**src/hdl/rxm_pkg.sv**
```systemverilog
`timescale 1ns / 1ps
// ----------------------------------------------------------------------------
// rxm_pkg
// Shared types and constants of the streaming pattern matcher.
// ----------------------------------------------------------------------------
package rxm_pkg;

   localparam int CHAR_W    = 8;
   localparam int PAT_CHARS = 16;
   localparam int PAT_W     = PAT_CHARS * CHAR_W;
   localparam int WORD_W    = 64;
   localparam int LEN_CFG_W = 5;
   localparam int CSR_IDX_W = 2;

   localparam logic [CHAR_W-1:0] CH_STAR = 8'h2A;
   localparam logic [CHAR_W-1:0] CH_PLUS = 8'h2B;
   localparam logic [CHAR_W-1:0] CH_DOT  = 8'h2E;

   localparam logic [CSR_IDX_W-1:0] CSR_PAT_LOW  = 2'd0;
   localparam logic [CSR_IDX_W-1:0] CSR_PAT_HIGH = 2'd1;
   localparam logic [CSR_IDX_W-1:0] CSR_PAT_LEN  = 2'd2;

   localparam logic CMD_START  = 1'b0;
   localparam logic CMD_APPEND = 1'b1;

   typedef struct packed {
      logic                 command;
      logic [PAT_CHARS-1:0] hit;
   } rxm_item_type;

endpackage

```
**src/hdl/rxm_front.sv**
```systemverilog
`timescale 1ns / 1ps
// ----------------------------------------------------------------------------
// rxm_front
// Classifies an incoming transaction: per pattern position, whether the
// pattern character matches the text byte.
// ----------------------------------------------------------------------------
module rxm_front (
   input  logic [rxm_pkg::PAT_W-1:0]  pattern,
   input  logic                       command,
   input  logic [rxm_pkg::CHAR_W-1:0] text_char,
   output rxm_pkg::rxm_item_type      item
);
   import rxm_pkg::*;

   always_comb begin
      item.command = command;
      for (int k = 0; k < PAT_CHARS; k++) begin
         item.hit[k] = (pattern[k*CHAR_W +: CHAR_W] == text_char) ||
                       (pattern[k*CHAR_W +: CHAR_W] == CH_DOT);
      end
   end

endmodule

```
**src/hdl/rxm_queue.sv**
```systemverilog
`timescale 1ns / 1ps
// ----------------------------------------------------------------------------
// rxm_queue
// Two-entry queue between the classify front and the column back end.
// ----------------------------------------------------------------------------
module rxm_queue (
   input  logic                  clock,
   input  logic                  reset,
   input  logic                  push,
   input  rxm_pkg::rxm_item_type push_item,
   output logic                  full,
   input  logic                  pop,
   output logic                  out_valid,
   output rxm_pkg::rxm_item_type out_item
);
   import rxm_pkg::*;

   localparam int DEPTH   = 2;
   localparam int PTR_W   = $clog2(DEPTH);
   localparam int COUNT_W = $clog2(DEPTH + 1);

   rxm_item_type         entry_ff [DEPTH];
   logic [PTR_W-1:0]     wr_ptr_ff, wr_ptr_in;
   logic [PTR_W-1:0]     rd_ptr_ff, rd_ptr_in;
   logic [COUNT_W-1:0]   count_ff, count_in;

   assign full      = (count_ff == COUNT_W'(DEPTH));
   assign out_valid = (count_ff != '0);
   assign out_item  = entry_ff[rd_ptr_ff];

   always_comb begin
      wr_ptr_in = wr_ptr_ff;
      rd_ptr_in = rd_ptr_ff;
      count_in  = count_ff;
      if (push) begin
         wr_ptr_in = wr_ptr_ff + PTR_W'(1);
      end
      if (pop) begin
         rd_ptr_in = rd_ptr_ff + PTR_W'(1);
      end
      if (push && !pop) begin
         count_in = count_ff + COUNT_W'(1);
      end else if (pop && !push) begin
         count_in = count_ff - COUNT_W'(1);
      end
   end

   always_ff @(posedge clock) begin
      if (reset) begin
         wr_ptr_ff <= '0;
         rd_ptr_ff <= '0;
         count_ff  <= '0;
      end else begin
         wr_ptr_ff <= wr_ptr_in;
         rd_ptr_ff <= rd_ptr_in;
         count_ff  <= count_in;
      end
   end

   always_ff @(posedge clock) begin
      if (push) begin
         entry_ff[wr_ptr_ff] <= push_item;
      end
   end

   a_no_push_full: assert property (@(posedge clock) disable iff (reset)
      full |-> !push)
      else $error("push into full queue");

   a_no_pop_empty: assert property (@(posedge clock) disable iff (reset)
      pop |-> out_valid)
      else $error("pop from empty queue");

   a_count_range: assert property (@(posedge clock) disable iff (reset)
      count_ff <= COUNT_W'(DEPTH))
      else $error("queue count out of range");

endmodule

```
**src/hdl/rxm_back.sv**
```systemverilog
`timescale 1ns / 1ps
// ----------------------------------------------------------------------------
// rxm_back
// Holds the match column, advances it by one queued transaction per cycle
// while rsp_stall holds no result, and keeps the result in an output register.
// ----------------------------------------------------------------------------
module rxm_back #(
   parameter int MAX_PATTERN = 16
) (
   input  logic                          clock,
   input  logic                          reset,
   input  logic [rxm_pkg::PAT_W-1:0]     pattern,
   input  logic [rxm_pkg::LEN_CFG_W-1:0] pattern_length,
   input  logic                          item_valid,
   input  rxm_pkg::rxm_item_type         item,
   output logic                          pop,
   output logic                          rsp_valid,
   input  logic                          rsp_stall,
   output logic                          rsp_matched
);
   import rxm_pkg::*;

   localparam int COL_W = MAX_PATTERN + 1;
   localparam int LEN_W = $clog2(COL_W);

   logic [COL_W-1:0]     column_ff;
   logic [COL_W-1:0]     col_next;
   logic [LEN_W-1:0]     used_len;
   logic [PAT_CHARS-1:0] star_vec;
   logic [PAT_CHARS-1:0] plus_vec;
   logic                 rsp_valid_ff, rsp_valid_in;
   logic                 rsp_matched_ff;

   assign used_len = (pattern_length > LEN_CFG_W'(MAX_PATTERN)) ?
                     LEN_W'(MAX_PATTERN) : pattern_length[LEN_W-1:0];

   always_comb begin
      for (int k = 0; k < PAT_CHARS; k++) begin
         star_vec[k] = (pattern[k*CHAR_W +: CHAR_W] == CH_STAR);
         plus_vec[k] = (pattern[k*CHAR_W +: CHAR_W] == CH_PLUS);
      end
   end

   // one column step, chained through the lower bits like a carry
   always_comb begin
      col_next = '0;
      if (item.command == CMD_START) begin
         col_next[0] = 1'b1;
         for (int j = 2; j <= MAX_PATTERN; j++) begin
            col_next[j] = (j <= int'(used_len)) && star_vec[j-1] && col_next[j-2];
         end
      end else begin
         col_next[1] = (used_len != '0) && !star_vec[0] && !plus_vec[0] &&
                       item.hit[0] && column_ff[0];
         for (int j = 2; j <= MAX_PATTERN; j++) begin
            if (j <= int'(used_len)) begin
               if (star_vec[j-1]) begin
                  col_next[j] = col_next[j-2] | (item.hit[j-2] & column_ff[j]);
               end else if (plus_vec[j-1]) begin
                  col_next[j] = item.hit[j-2] & (col_next[j-1] | column_ff[j]);
               end else begin
                  col_next[j] = item.hit[j-1] & column_ff[j-1];
               end
            end
         end
      end
   end

   assign pop          = item_valid && (!rsp_valid_ff || !rsp_stall);
   assign rsp_valid_in = pop || (rsp_valid_ff && rsp_stall);

   always_ff @(posedge clock) begin
      if (reset) begin
         column_ff    <= COL_W'(1);
         rsp_valid_ff <= 1'b0;
      end else begin
         rsp_valid_ff <= rsp_valid_in;
         if (pop) begin
            column_ff <= col_next;
         end
      end
   end

   always_ff @(posedge clock) begin
      if (pop) begin
         rsp_matched_ff <= col_next[used_len];
      end
   end

   assign rsp_valid   = rsp_valid_ff;
   assign rsp_matched = rsp_matched_ff;

   a_reset_column: assert property (@(posedge clock)
      reset |=> (column_ff == COL_W'(1)))
      else $error("column not reloaded by reset");

   a_pop_gives_rsp: assert property (@(posedge clock) disable iff (reset)
      pop |=> rsp_valid_ff)
      else $error("popped transaction without result");

   a_start_bit0: assert property (@(posedge clock) disable iff (reset)
      (pop && (item.command == CMD_START)) |=> column_ff[0])
      else $error("start did not set empty-prefix bit");

   a_append_bit0: assert property (@(posedge clock) disable iff (reset)
      (pop && (item.command == CMD_APPEND)) |=> !column_ff[0])
      else $error("append left empty-prefix bit set");

endmodule

```
**src/hdl/regex_match_dot_star_plus.sv**
```systemverilog
`timescale 1ns / 1ps
// ----------------------------------------------------------------------------
// regex_match_dot_star_plus
// Streaming matcher of a text against a pattern with '.', '*' and '+'.
// ----------------------------------------------------------------------------
//  channel   handshake             payload
//  req       req_valid/req_stall   req_command, req_text_char
//  rsp       rsp_valid/rsp_stall   rsp_matched
//  csr       csr_valid/csr_ready   csr_index, csr_wdata
//
//  one transaction per cycle unless stalled; result queued, then registered
//  rate set by the column update in the back end
//  reset clears pattern registers and loads the empty-text column
//  req_stall rises when the two-entry queue is full; rsp_stall holds the result
// ----------------------------------------------------------------------------
module regex_match_dot_star_plus #(
   parameter int MAX_PATTERN = 16
) (
   input  logic                          clock,
   input  logic                          reset,
   input  logic                          req_valid,
   output logic                          req_stall,
   input  logic                          req_command,
   input  logic [rxm_pkg::CHAR_W-1:0]    req_text_char,
   output logic                          rsp_valid,
   input  logic                          rsp_stall,
   output logic                          rsp_matched,
   input  logic                          csr_valid,
   output logic                          csr_ready,
   input  logic [rxm_pkg::CSR_IDX_W-1:0] csr_index,
   input  logic [rxm_pkg::WORD_W-1:0]    csr_wdata
);
   import rxm_pkg::*;

   logic [WORD_W-1:0]    pat_low_ff;
   logic [WORD_W-1:0]    pat_high_ff;
   logic [LEN_CFG_W-1:0] pat_len_ff;
   logic [PAT_W-1:0]     pattern;
   rxm_item_type         front_item;
   rxm_item_type         queue_item;
   logic                 queue_full;
   logic                 queue_valid;
   logic                 push;
   logic                 pop;

   assign csr_ready = 1'b1;
   assign pattern   = {pat_high_ff, pat_low_ff};

   always_ff @(posedge clock) begin
      if (reset) begin
         pat_low_ff  <= '0;
         pat_high_ff <= '0;
         pat_len_ff  <= '0;
      end else if (csr_valid && csr_ready) begin
         case (csr_index)
            CSR_PAT_LOW:  pat_low_ff  <= csr_wdata;
            CSR_PAT_HIGH: pat_high_ff <= csr_wdata;
            CSR_PAT_LEN:  pat_len_ff  <= csr_wdata[LEN_CFG_W-1:0];
            default: begin
            end
         endcase
      end
   end

   assign req_stall = queue_full;
   assign push      = req_valid && !req_stall;

   rxm_front u_front (
      .pattern   (pattern),
      .command   (req_command),
      .text_char (req_text_char),
      .item      (front_item)
   );

   rxm_queue u_queue (
      .clock     (clock),
      .reset     (reset),
      .push      (push),
      .push_item (front_item),
      .full      (queue_full),
      .pop       (pop),
      .out_valid (queue_valid),
      .out_item  (queue_item)
   );

   rxm_back #(
      .MAX_PATTERN (MAX_PATTERN)
   ) u_back (
      .clock          (clock),
      .reset          (reset),
      .pattern        (pattern),
      .pattern_length (pat_len_ff),
      .item_valid     (queue_valid),
      .item           (queue_item),
      .pop            (pop),
      .rsp_valid      (rsp_valid),
      .rsp_stall      (rsp_stall),
      .rsp_matched    (rsp_matched)
   );

endmodule
```
**config.mk**
```make
export PLATFORM = sky130hd
export DESIGN_NAME = regex_match_dot_star_plus
export DESIGN_NICKNAME = d
export VERILOG_FILES = /design/src/hdl/rxm_pkg.sv /design/src/hdl/rxm_front.sv /design/src/hdl/rxm_queue.sv /design/src/hdl/rxm_back.sv /design/src/hdl/regex_match_dot_star_plus.sv
export SDC_FILE = /design/constraint.sdc
export NUM_CORES = 1
export LEC_CHECK = 0
export BUFFER_PORTS_ARGS = -buffer_cell sky130_fd_sc_hd__buf_2
export CAP_MARGIN = 0
export CORE_AREA = 2 2 150 152
export DETAILED_ROUTE_END_ITERATION = 8
export DIE_AREA = 0 0 152 154
export PLACE_DENSITY = 0.72
export SYNTH_ARGS = -nofsm -noshare
export SYNTH_HDL_FRONTEND = slang
export SYNTH_SLANG_ARGS = --single-unit
```
**constraint.sdc**
```tcl
create_clock -name clock -period 8.5 [get_ports clock]
set_input_delay 1.7 -clock clock [delete_from_list [all_inputs] [get_ports clock]]
set_output_delay 1.7 -clock clock [all_outputs]
set_load 0.01 [all_outputs]
```
==> implementation parameters, run 1 <==
Parameter                              Value

Status
  Outcome    finished, final reports clean

Worst setup path
  Data arrival time at the worst-slack endpoint    ~5.0 ns
  Critical path fanouts, max    10
  Start-to-end type of the worst setup path    flop to flop
  Data required, critical path    approximately 8.7 ns
  Kind of start point of the critical path    flop
  Capturing element type of the critical path    flop

Yosys
  Sequential cell area fraction in the yosys report    about 40%
  Number of synthesized flops with an enable pin    35
  Synthesized-area fraction occupied by ao, oa, aoi and oai cells    roughly 16%
  Ys Warns    0
  Dominant register cell in the synthesized netlist    sky130_fd_sc_hd__dfxtp_1
  Library cell with the highest instance count after synthesis    sky130_fd_sc_hd__nand2_1
  Largest cells by area after synthesis    sky130_fd_sc_hd__dfxtp_1 (30%), sky130_fd_sc_hd__nand2_1 (12%), sky130_fd_sc_hd__xnor2_1 (10%)
  Combinational family with the most area after synthesis    simple AND/OR/NAND/NOR gates
  Post-synthesis mux area share    2.82%
  Biggest area consumer among synthesized cells    sky130_fd_sc_hd__dfxtp_1
  Net count after synthesis    roughly 1400
  Avg Synthesized Cell Area    ~8 um^2
  FF+latch count, synth    191
  Share of synthesized cell area in full adder, half adder and majority cells    0.121%
  Post-synthesis instance area    10300 um^2
  Top cell type's share of synthesized area    30.2%
  Unique masters post-synth    74
  Cells after Synth    about 1300
  Fraction of the mapped netlist area in simple logic gates    approximately a quarter
  Share of synthesized registers carrying an async set or reset    0%
  Top post-synthesis cells by count    sky130_fd_sc_hd__nand2_1 (330), sky130_fd_sc_hd__a21oi_1 (162), sky130_fd_sc_hd__dfxtp_1 (156)
  Share of the synthesized netlist area taken by xor and xnor gates    about 11%

Job
  MaxCap Viol Count    0

Power and ir drop
  Max IR drop VDD    roughly 0.14 mV
  Leak pwr    around 3.8 nW
  Power per standard cell area    around 200 nW/um^2

CTS
  Number of buffers inserted during clock tree synthesis    17
  Later-pin clock latency in the skew report    between 0.4 and 0.5 ns
  Worst-path clk slew    around 0.07 ns
  H-tree Lvls    4
  Clock tree buffer depth    2
  Total of cells resized after clock tree synthesis    0
  Count of hold-fix buffers inserted at cts    0
  Root buffer cell    sky130_fd_sc_hd__clkbuf_16
  TritonCTS clock tree    yes
  Number of post-CTS setup repair buffers    0
  Clock net sink count    roughly 190

STA
  Pins over their slew limit    0
  Post-route clock period utilization    57.0%
  Number of endpoints failing setup at the final stage    0
  Hold violation total from the final report    0
  Shortest period the worst path allows    4.84 ns
  Unrepaired setup endpoints after global routing    no
  Highest achievable clock rate    between 200 and 250 MHz
  Max-Slew Margin vs Limit    between 20% and 30%
  Transition time at the pin with the least slew margin    between 1 and 1.5 ns
  Total Neg Setup Slack    0 ns
  Setup skew after layout    0.0143 ns

Drt
  Number of optimization iterations in the first detailed-route pass    5
  Max layer used    met4
  Detailed-route vias per instance    5.79
  Routed wire per std cell    between 15 and 20 um
  Met2 Routed Length    about 13 mm
  DR iter-0 viols    833
  Post-Route WL    29.3 mm
  Wire length on met1    approximately 13 mm
  DR vias    9402
  DR DRC count    0
  Amount of wire on met3 after detailed routing    1.84 mm
  Remaining antenna violation count after routing    0

Die
  Die Footprint    around 23000 um^2
  Core footprint    21700 um^2
  Horizontal die dimension    around 150 um
  I/O pin count    84
  Starting utilization of the core area    around 48%
  Die boundary height    between 150 and 200 um
  FP Rows    54

GRT
  Maximum number of pins on one net before global-route repair    97
  Total GRT Usage    between 20 and 25%
  Global-route wire length before repair    46.9 mm
  Via count of the first global-routing pass    between 8000 and 9000
  Number of antenna violations at the first check in global routing    0
  Global-route congestion overflow total    0

Placed design
  Placer congestion estimate    0.949
  IO Port Bufs    82
  Placed Area    around 11000 um^2
  Final HPWL DP    between 15 and 20 mm

Cells and area
  Finished layout cell area    about 11000 um^2
  Relative area change from synthesis to final layout    11.0%
  Antenna diode instance count    0
  Number of fillers in the final layout    around 2100
  Share of cells above drive strength 1    around 11%
  Layout Nets    between 1000 and 1500

Worst hold path
  Hold crit path type    flop to flop
stage by stage:
stage               worst slack (ns)  hold WS [ns]  cells  power (W)  utilization, %
floorplan                       4.51         0.450   1297    0.00137               -
global placement                3.85         0.468   1593    0.00152            50.2
detailed placement              3.71         0.474   1593    0.00153            50.2
CTS                             3.70         0.484   1625    0.00233            52.9
global route                    3.31         0.503   1625    0.00242            52.9
finish                          3.66         0.484   1625    0.00232            52.9
flip-flops by register name, summed over array words and instances, names as in the netlist, named ones only:
name and flops:
pat_high_ff 64, u_queue.rd_ptr_ff 1, u_queue.count_ff 2, pat_low_ff 64
pat_len_ff 5, u_queue.entry_ff 34, u_back.rsp_valid 1, u_queue.wr_ptr_ff 1
u_back.rsp_matched 1, u_back.column_ff 17
cell usage in the layout (no fill, tap or decap), drive strengths merged, types with 17 or more instances in the layout:
master / count
dfxtp: 156
a31oi: 17
nor3: 26
clkbuf: 19
xnor2: 121
inv: 26
o21ai: 36
a21oi: 162
nand3: 17
nand4: 37
nor2: 64
edfxtp: 35
buf: 92
nand2: 330
cell families after synthesis:
logic type	after synthesis
and+or+nand+nor	569
DFF	191
AOI/OAI and AO/OA	282
buffers and inverters	94
other	1
muxes	27
xor gates and xnor gates	132
adders and majority gates	1
worst max-delay path: stages (launching register included):
cell and delay (ns):
sky130_fd_sc_hd__dfxtp_1 0.68, sky130_fd_sc_hd__mux2_2 0.44, sky130_fd_sc_hd__and2_1 0.18, sky130_fd_sc_hd__or4_4 0.45, sky130_fd_sc_hd__nor4b_4 0.25, sky130_fd_sc_hd__o41ai_1 0.11, sky130_fd_sc_hd__nand3_1 0.18, sky130_fd_sc_hd__nand4b_1 0.17
sky130_fd_sc_hd__and4_1 0.28, sky130_fd_sc_hd__o31a_1 0.38, sky130_fd_sc_hd__a31oi_2 0.31, sky130_fd_sc_hd__nor2_1 0.15, sky130_fd_sc_hd__a31oi_1 0.40, sky130_fd_sc_hd__nand4_1 0.22, sky130_fd_sc_hd__a21oi_1 0.27, sky130_fd_sc_hd__o211ai_1 0.12
layout make-up:
type	instances	area, um^2	area share [%]
Clock buffer	19	443	3.86
Clock inverter	13	141	1.23
Inverter	18	67.6	0.588
Multi-Input combinational cell	1012	5820	50.7
Sequential cell	191	4170	36.4
Tap cell	280	350	3.05
Timing Repair Buffer	92	488	4.25
metal layers:
layer	GRT usage, %	vias up
met1	33.2	4471
met4	8.46	0
met3	4.62	53
li1	-	4575
met2	40.4	303
met5	0	-
worst paths after layout:
check	endpoint	slack, ns	startpoint	cells past startpoint
worst min-delay path	u_back.column_ff[5]$_SDFFE_PP0P_	0.48	u_back.column_ff[5]$_SDFFE_PP0P_	2
worst max-delay path	u_back.rsp_matched$_DFFE_PP_	3.66	flop	15
worst max register to register	u_back.rsp_matched$_DFFE_PP_	3.66	flop	15
worst min register to register	u_back.column_ff[5]$_SDFFE_PP0P_	0.48	u_back.column_ff[5]$_SDFFE_PP0P_	2
report_power, final:
part / leakage, nW / internal [W] / switching (W)
clock network: 0.291 / 0.000425 / 0.000385
registers: 1.61 / 0.000995 / 0.0000623
logic: 1.93 / 0.000170 / 0.000286
(Power assumes the default switching activity.)
==> run 2, diff against run 1 <==
--- a/config.mk
+++ b/config.mk
@@ -10,7 +10,7 @@
 export CORE_AREA = 2 2 150 152
 export DETAILED_ROUTE_END_ITERATION = 8
 export DIE_AREA = 0 0 152 154
-export PLACE_DENSITY = 0.72
+export PLACE_DENSITY = 0.74
 export SYNTH_ARGS = -nofsm -noshare
 export SYNTH_HDL_FRONTEND = slang
 export SYNTH_SLANG_ARGS = --single-unit
==> constraint.sdc (replaced) <==
create_clock -name clock -period 4.3 [get_ports clock]
set_input_delay 0.86 -clock clock [delete_from_list [all_inputs] [get_ports clock]]
set_output_delay 0.86 -clock clock [all_outputs]
set_load 0.01 [all_outputs]
==> implementation parameters, run 2 (synthesis results as in run 1) <==
Parameter                              Value

Worst setup path
  Data required, critical path    4.47 ns (-4.21 ns)
  Start-to-end type of the worst setup path    flop to flop
  Capturing element type of the critical path    flop
  Data arrival time at the worst-slack endpoint    4.58 ns (-0.44 ns)
  Critical path fanouts, max    5 (-5)
  Kind of start point of the critical path    flop

Cells and area
  Biggest registers after layout    pat_high_ff x64, pat_low_ff x64, u_queue.entry_ff x34
  Relative area change from synthesis to final layout    14.3%
  Most common cell after layout, fill and taps aside    sky130_fd_sc_hd__nand2_1
  Share of cells above drive strength 1    14.5% (+3.1 points)
  Number of fillers in the final layout    2053 (-1.6%)
  Leading cell types in the layout, fill and taps excluded    sky130_fd_sc_hd__nand2_1 (330), sky130_fd_sc_hd__a21oi_1 (161), sky130_fd_sc_hd__dfxtp_1 (154)
  Antenna diode instance count    0 (unchanged)
  Layout Nets    1444 (+2.2%)
  Non-filler instance count after layout    1656 (+1.9%)

STA
  Pins over their slew limit    0 (unchanged)
  Max-Slew Margin vs Limit    24.5% (-0.15 points)
  Setup skew after layout    0.0135 ns (-0.000756 ns)
  Hold violation total from the final report    0 (unchanged)
  Highest achievable clock rate    227 MHz (+9.9%)
  Post-route clock period utilization    103% (+46 points)
  Unrepaired setup endpoints after global routing    yes
  Worst Slack Setup Final    -0.108 ns (-3.76 ns)
  Transition time at the pin with the least slew margin    1.13 ns (+0.00223 ns)
  Shortest period the worst path allows    4.41 ns (-0.436 ns)
  Total Neg Setup Slack    -0.108 ns (-0.108 ns)
  Number of endpoints failing setup at the final stage    1 (+1)

GRT
  Total GRT Usage    25.4% (+0.60 points)
  Met1 demand-to-capacity share in global routing    33.7% (+0.51 points)
  Number of antenna violations at the first check in global routing    0 (unchanged)
  Layer with the highest usage after global routing    met2
  Global-route wire length before repair    47.9 mm (+2.2%)
  Maximum number of pins on one net before global-route repair    85 (-12%)
  GR Util met2    42.7% (+2.4 points)
  Via count of the first global-routing pass    9281 (+3.6%)
  GR Util met3    3.83% (-0.79 points)
  Global-route congestion overflow total    0 (unchanged)

Drt
  Detailed-route vias per instance    5.83 (+0.76%)
  DR vias    9654 (+2.7%)
  DR DRC count    0 (unchanged)
  DR iter-0 viols    856 (+2.8%)
  Number of optimization iterations in the first detailed-route pass    5 (unchanged)
  Post-Route WL    30.3 mm (+3.7%)
  Remaining antenna violation count after routing    0 (unchanged)
  Routed wire per std cell    18.3 um (+1.7%)

Placed design
  DP Worst Slack    -0.0762 ns (-3.79 ns)
  Final HPWL DP    21.2 mm (+6.5%)
  IO Port Bufs    82 (unchanged)
  Placer congestion estimate    0.972 (+2.4%)
  Placed cell count    1616 (+1.4%)

Die
  Core footprint    21700 um^2 (unchanged)
  I/O pin count    84 (unchanged)
  Die boundary height    154 um (unchanged)
  Die Footprint    23400 um^2 (unchanged)
  Horizontal die dimension    152 um (unchanged)
  Starting utilization of the core area    47.7% (unchanged)
  FP Rows    54 (unchanged)

CTS
  TritonCTS clock tree    yes
  H-tree Lvls    4 (unchanged)
  Number of buffers inserted during clock tree synthesis    17 (unchanged)
  Later-pin clock latency in the skew report    0.44 ns (about the same)
  Clock net sink count    191 (unchanged)
  Root buffer cell    sky130_fd_sc_hd__clkbuf_16
  Worst-path clk slew    0.07 ns (about the same)
  Count of hold-fix buffers inserted at cts    0 (unchanged)
  Clock tree buffer depth    2 (unchanged)

Power and ir drop
  Power per standard cell area    389 nW/um^2 (+92%)
  Power consumption    0.00460 W (+98%)
  Max IR drop VDD    0.254 mV (+86%)
  Leak pwr    3.98 nW (+4.2%)

Status
  Outcome    complete, but fails checks
  Failing checks    negative setup slack

Worst hold path
  Hold crit path type    flop to flop

Job
  MaxCap Viol Count    0 (unchanged)
==> run 2: cell count changes in the layout (fill, tap and decap cells not counted), moves of 2 or more <==
cell                       delta
sky130_fd_sc_hd__inv_8        -2
sky130_fd_sc_hd__a31oi_2      -2
sky130_fd_sc_hd__clkinv_8     +2
sky130_fd_sc_hd__a31oi_4      +2
sky130_fd_sc_hd__dfxtp_2      +2
sky130_fd_sc_hd__buf_4       +30
sky130_fd_sc_hd__nor3_1       -3
sky130_fd_sc_hd__dfxtp_1      -2
sky130_fd_sc_hd__nor3_2       +3
==> run 2: critical path, cell delays in order (launching register included) <==
cell and delay, ns:
sky130_fd_sc_hd__edfxtp_1 0.38, sky130_fd_sc_hd__mux2_4 0.29, sky130_fd_sc_hd__and2_4 0.16, sky130_fd_sc_hd__or4_4 0.50, sky130_fd_sc_hd__nor4b_4 0.33, sky130_fd_sc_hd__nor3_2 0.08
sky130_fd_sc_hd__a311o_1 0.39, sky130_fd_sc_hd__and3_4 0.17, sky130_fd_sc_hd__a31oi_4 0.17, sky130_fd_sc_hd__o31a_1 0.19, sky130_fd_sc_hd__a41o_1 0.27, sky130_fd_sc_hd__o2111ai_2 0.15
sky130_fd_sc_hd__a221oi_2 0.29, sky130_fd_sc_hd__buf_4 0.17, sky130_fd_sc_hd__nand4_1 0.18, sky130_fd_sc_hd__a41oi_2 0.32, sky130_fd_sc_hd__o211ai_1 0.11
==> run 2: timing repair <==
item                                    4_1_cts  5_1_grt
endpoints found under the setup margin        1        5
setup buffers                                 1        7
resized for setup                             0       21
pin swaps                                     1       18
==> run 2: where the power goes <==
group	total (W)	switching (W)	internal, W
clock	0.00154	0.000759	0.000779
sequential	0.00207	0.000104	0.00197
combinational	0.000992	0.000618	0.000374
total	0.00460	0.00148	0.00312
==> run 2: final cells by class <==
class                   instances  area (um^2)  share of cell area, %
clock inverters                14          129                   1.09
multi-input cells            1012         5920                   50.1
inverters                      18         67.6                  0.572
flip-flops and latches        191         4180                   35.3
clock buffers                  18          439                   3.72
repair buffers                123          733                   6.20
well taps                     280          350                   2.96
==> run 2: per-stage QoR <==
step / hold WS, ns / cell area (um^2) / utilization, %
final: 0.484 / 11800 / 54.5
after global routing: 0.504 / 11800 / 54.5
after CTS: 0.483 / 11700 / 53.7
after detailed placement: 0.473 / 11100 / 51.1
after global placement: 0.468 / 11100 / 51.1
after floorplan: 0.450 / 10300 / -
==> run 2: path summary, 6_finish.rpt <==
path / end / depth (start not counted) / start / slack (ns)
min: pat_high_ff[12]$_SDFFE_PP0P_ / 2 / pat_high_ff[12]$_SDFFE_PP0P_ / 0.48
max: u_back.rsp_matched$_DFFE_PP_ / 16 / u_queue.entry_ff[0][2]$_DFFE_PP_ / -0.11
min reg2reg: pat_high_ff[12]$_SDFFE_PP0P_ / 2 / pat_high_ff[12]$_SDFFE_PP0P_ / 0.48
max reg2reg: u_back.rsp_matched$_DFFE_PP_ / 16 / u_queue.entry_ff[0][2]$_DFFE_PP_ / -0.11
==> run 2: metal layers <==
layer	share of wire, %	wire (um)
met1	45	13700
met2	47	14200
met3	5.9	1790
met4	2.1	637
met5	0	0
==> run 3, diff against run 2 <==
--- a/config.mk
+++ b/config.mk
@@ -5,12 +5,14 @@
 export SDC_FILE = /design/constraint.sdc
 export NUM_CORES = 1
 export LEC_CHECK = 0
-export BUFFER_PORTS_ARGS = -buffer_cell sky130_fd_sc_hd__buf_2
+export ABC_CLOCK_PERIOD_IN_PS = 4300
+export BUFFER_PORTS_ARGS = -buffer_cell sky130_fd_sc_hd__buf_4
 export CAP_MARGIN = 0
-export CORE_AREA = 2 2 150 152
+export CORE_AREA = 2 2 157 159
 export DETAILED_ROUTE_END_ITERATION = 8
-export DIE_AREA = 0 0 152 154
+export DIE_AREA = 0 0 159 161
 export PLACE_DENSITY = 0.74
 export SYNTH_ARGS = -nofsm -noshare
 export SYNTH_HDL_FRONTEND = slang
+export SYNTH_HIERARCHICAL = 1
 export SYNTH_SLANG_ARGS = --single-unit
==> implementation parameters, run 3 <==
Parameter                              Value

Cells and area
  Biggest registers after layout    pat_high_ff x64, pat_low_ff x64, u_queue/entry_ff x34
  Most common cell after layout, fill and taps aside    sky130_fd_sc_hd__nand2b_1
  Relative area change from synthesis to final layout    16.8%
  Antenna diode instance count    0 (unchanged)
  Share of cells above drive strength 1    19.9% (+5.4 points)
  Layout Nets    1362 (-5.7%)
  Finished layout cell area    13300 um^2 (+12%)
  Leading cell types in the layout, fill and taps excluded    sky130_fd_sc_hd__nand2b_1 (202), sky130_fd_sc_hd__buf_4 (158), sky130_fd_sc_hd__dfxtp_1 (153)

Yosys
  Post-synthesis instance area    11400 um^2 (+9.8%)
  Unique masters post-synth    87 (+18%)
  Avg Synthesized Cell Area    9.68 um^2 (+21%)
  Number of synthesized flops with an enable pin    35 (unchanged)
  Dominant register cell in the synthesized netlist    sky130_fd_sc_hd__dfxtp_1
  Share of synthesized registers carrying an async set or reset    0% (unchanged)
  Ys Warns    6 (+6)
  Largest cells by area after synthesis    sky130_fd_sc_hd__dfxtp_1 (28%), sky130_fd_sc_hd__mux2i_1 (12%), sky130_fd_sc_hd__nand2b_1 (11%)
  Library cell with the highest instance count after synthesis    sky130_fd_sc_hd__nand2b_1
  Biggest area consumer among synthesized cells    sky130_fd_sc_hd__dfxtp_1
  Top post-synthesis cells by count    sky130_fd_sc_hd__nand2b_1 (202), sky130_fd_sc_hd__dfxtp_1 (156), sky130_fd_sc_hd__mux2i_1 (135)
  Sequential cell area fraction in the yosys report    36.8% (-3.6 points)
  Top cell type's share of synthesized area    27.5% (-2.7 points)
  FF+latch count, synth    191 (unchanged)
  Net count after synthesis    1254 (-9.0%)
  Cells after Synth    1173 (-9.6%)

Power and ir drop
  Internal power summed over all cells    0.00327 W (+4.8%)
  Max IR drop VDD    0.231 mV (-9.1%)
  Share of total power in sequential cells    44.8% (-0.2 points)
  Combinational share of power    20.6% (-1.0 points)
  Sw power    0.00141 W (-4.9%)
  Power per standard cell area    353 nW/um^2 (-9.3%)
  Net switching share of the total power    30.1% (-2.1 points)
  Clock power share    34.6% (+1.2 points)
  Leak pwr    4.90 nW (+23%)

Drt
  Remaining antenna violation count after routing    0 (unchanged)
  DR vias    9171 (-5.0%)
  Routed wire per std cell    18.8 um (+2.8%)
  Number of optimization iterations in the first detailed-route pass    5 (unchanged)
  DR iter-0 viols    733 (-14%)
  DR DRC count    0 (unchanged)
  Detailed-route vias per instance    5.67 (-2.8%)
  Post-Route WL    30.5 mm (+0.45%)

GRT
  Via count of the first global-routing pass    8947 (-3.6%)
  Number of antenna violations at the first check in global routing    0 (unchanged)
  Global-route congestion overflow total    0 (unchanged)
  Global-route wire length before repair    48.1 mm (+0.42%)
  Maximum number of pins on one net before global-route repair    90 (+5.9%)
  GR Util met3    3.62% (-0.21 points)
  Layer with the highest usage after global routing    met2
  GR Util met2    39.2% (-3.5 points)
  Met1 demand-to-capacity share in global routing    31.4% (-2.3 points)
  Total GRT Usage    23.7% (-1.7 points)

Worst setup path
  Kind of start point of the critical path    flop
  Data required, critical path    4.46 ns (about the same)
  Start-to-end type of the worst setup path    flop to flop
  Capturing element type of the critical path    flop
  Most frequent CP cell    sky130_fd_sc_hd__buf_4
  CP peak stage delay    0.51 ns (about the same)
  Critical Path Slowest Stage Cell    sky130_fd_sc_hd__or4b_4
  Critical path fanouts, max    4 (-1)
  Data arrival time at the worst-slack endpoint    4.51 ns (-0.07 ns)
  CP Cell Sequence    mux2_4 > buf_4 > nand2_2 > nand4b_1 > a32oi_2 > o32ai_4 > o21ai_1 > o31a_1 > o2111a_2 > nor2_2 > or4b_4 > a31o_4 > a221o_1 > a41o_1 > a32oi_4 > a211oi_2 > buf_4 > a21oi_4 > o221ai_2
  Number of buffer and inverter stages on the critical path    2 (+1)
  Gate family responsible for the most delay along the worst path    compound AO/OA/AOI/OAI gates

Status
  Failing checks    negative setup slack
  Outcome    complete, but fails checks

Placed design
  DP Worst Slack    -0.150 ns (-0.0740 ns)
  Placer congestion estimate    0.987 (+1.5%)
  Placed Area    12500 um^2 (+13%)
  IO Port Bufs    82 (unchanged)
  Final HPWL DP    21.3 mm (+0.53%)

Job
  MaxCap Viol Count    0 (unchanged)

Die
  Core footprint    24000 um^2 (+10%)
  I/O pin count    84 (unchanged)
  Horizontal die dimension    159 um (+4.6%)
  Starting utilization of the core area    47.4% (-0.31 points)
  Die boundary height    161 um (+4.5%)
  FP Rows    57 (+5.6%)
  Die Footprint    25600 um^2 (+9.4%)

STA
  Unrepaired setup endpoints after global routing    yes
  Number of endpoints failing setup at the final stage    1 (unchanged)
  Shortest period the worst path allows    4.35 ns (-0.0574 ns)
  Highest achievable clock rate    230 MHz (+1.3%)
  Pins over their slew limit    0 (unchanged)
  Post-route clock period utilization    101% (-1.3 points)
  Transition time at the pin with the least slew margin    1.24 ns (+0.104 ns)
  Max-Slew Margin vs Limit    17.2% (-7.3 points)
  Worst Slack Setup Final    -0.0502 ns (+0.0574 ns)
  Setup skew after layout    0.0111 ns (-0.00245 ns)
  Hold violation total from the final report    0 (unchanged)

CTS
  Worst-path clk slew    0.07 ns (about the same)
  Count of hold-fix buffers inserted at cts    0 (unchanged)
  Number of buffers inserted during clock tree synthesis    17 (unchanged)
  TritonCTS clock tree    yes
  Clock net sink count    191 (unchanged)
  Clock tree buffer depth    2 (unchanged)
  Later-pin clock latency in the skew report    0.44 ns (about the same)
  Root buffer cell    sky130_fd_sc_hd__clkbuf_16
  H-tree Lvls    4 (unchanged)

Worst hold path
  Hold crit path type    flop to flop
run 3: cell types whose count changed after synthesis, sizes merged, moves of 18 or more:
cell    change
a21oi     -129
buf        +31
clkbuf     -37
mux2i     +122
nand2     -269
nand2b    +191
nor2       -29
o21ai      -18
run 3: power by group through the flow:
stage	logic, W	registers (W)	clock network (W)
2_1_floorplan	0.000628	0.00209	0
3_3_place_gp	0.000920	0.00212	0
3_5_place_dp	0.000933	0.00213	0
4_1_cts	0.000944	0.00209	0.00164
5_1_grt	0.00104	0.00211	0.00172
6_report	0.000963	0.00210	0.00162
run 3: per-stage QoR:
| step | setup TNS, ns | util (%) | hold slack [ns] | total power [W] | std cells |
|---|---|---|---|---|---|
| 2_1_floorplan | 0 | - | 0.446 | 0.00272 | 1173 |
| 3_3_place_gp | -0.131 | 52.0 | 0.474 | 0.00305 | 1583 |
| 3_5_place_dp | -0.176 | 52.0 | 0.473 | 0.00306 | 1583 |
| 4_1_cts | 0 | 54.8 | 0.493 | 0.00468 | 1617 |
| 5_1_grt | -0.510 | 55.3 | 0.532 | 0.00487 | 1618 |
| 6_report | -0.0502 | 55.3 | 0.495 | 0.00468 | 1618 |
run 3: repair_timing:
action	CTS	global route
resized for setup	14	23
setup buffers	2	1
endpoints found under the setup margin	3	4
pin swaps	17	7
run 3: worst register-to-register path, cell delays in order (launching register included):
cell,delay [ns]
sky130_fd_sc_hd__dfxtp_2,0.36
sky130_fd_sc_hd__mux2_4,0.31
sky130_fd_sc_hd__buf_4,0.14
sky130_fd_sc_hd__nand2_2,0.06
sky130_fd_sc_hd__nand4b_1,0.13
sky130_fd_sc_hd__a32oi_2,0.24
sky130_fd_sc_hd__o32ai_4,0.12
sky130_fd_sc_hd__o21ai_1,0.15
sky130_fd_sc_hd__o31a_1,0.17
sky130_fd_sc_hd__o2111a_2,0.22
sky130_fd_sc_hd__nor2_2,0.05
sky130_fd_sc_hd__or4b_4,0.51
sky130_fd_sc_hd__a31o_4,0.26
sky130_fd_sc_hd__a221o_1,0.34
sky130_fd_sc_hd__a41o_1,0.23
sky130_fd_sc_hd__a32oi_4,0.25
sky130_fd_sc_hd__a211oi_2,0.12
sky130_fd_sc_hd__buf_4,0.16
sky130_fd_sc_hd__a21oi_4,0.14
sky130_fd_sc_hd__o221ai_2,0.10
run 3: worst paths after layout:
check | startpoint | to | slack (ns) | depth (start not counted)
worst min register to register | u_back/column_ff[16]$_SDFFE_PP0P_ | u_back/column_ff[16]$_SDFFE_PP0P_ | 0.49 | 2
worst max register to register | flop | u_back/rsp_matched$_DFFE_PP_ | -0.05 | 19
worst max-delay path | flop | u_back/rsp_matched$_DFFE_PP_ | -0.05 | 19
worst min-delay path | u_back/column_ff[16]$_SDFFE_PP0P_ | u_back/column_ff[16]$_SDFFE_PP0P_ | 0.49 | 2
run 3: final cells by class:
type / instances / area (um^2)
clock buffer: 21 / 472
clock inverter: 11 / 119
fill: 2163 / 10700
inverter: 16 / 60.1
multi-input combinational: 896 / 6810
sequential: 191 / 4180
tap: 324 / 405
timing repair buffer: 159 / 1210
run 3: cells by family after synthesis:
family	after synthesis	share of synthesized area, %
AOI/OAI and AO/OA	135	8.42
other	1	0.0330
and+or+nand+nor	474	25.9
adders and majority gates	1	0.110
buffers and inverters	86	4.74
muxes	153	13.8
xor gates and xnor gates	132	10.2
DFF	191	36.8
run 3: per-layer routing:
metal	part of all wire, %	wire length [um]
met1	45	13700
met2	47	14300
met4	2.7	808
met3	5.3	1620
met5	0	0
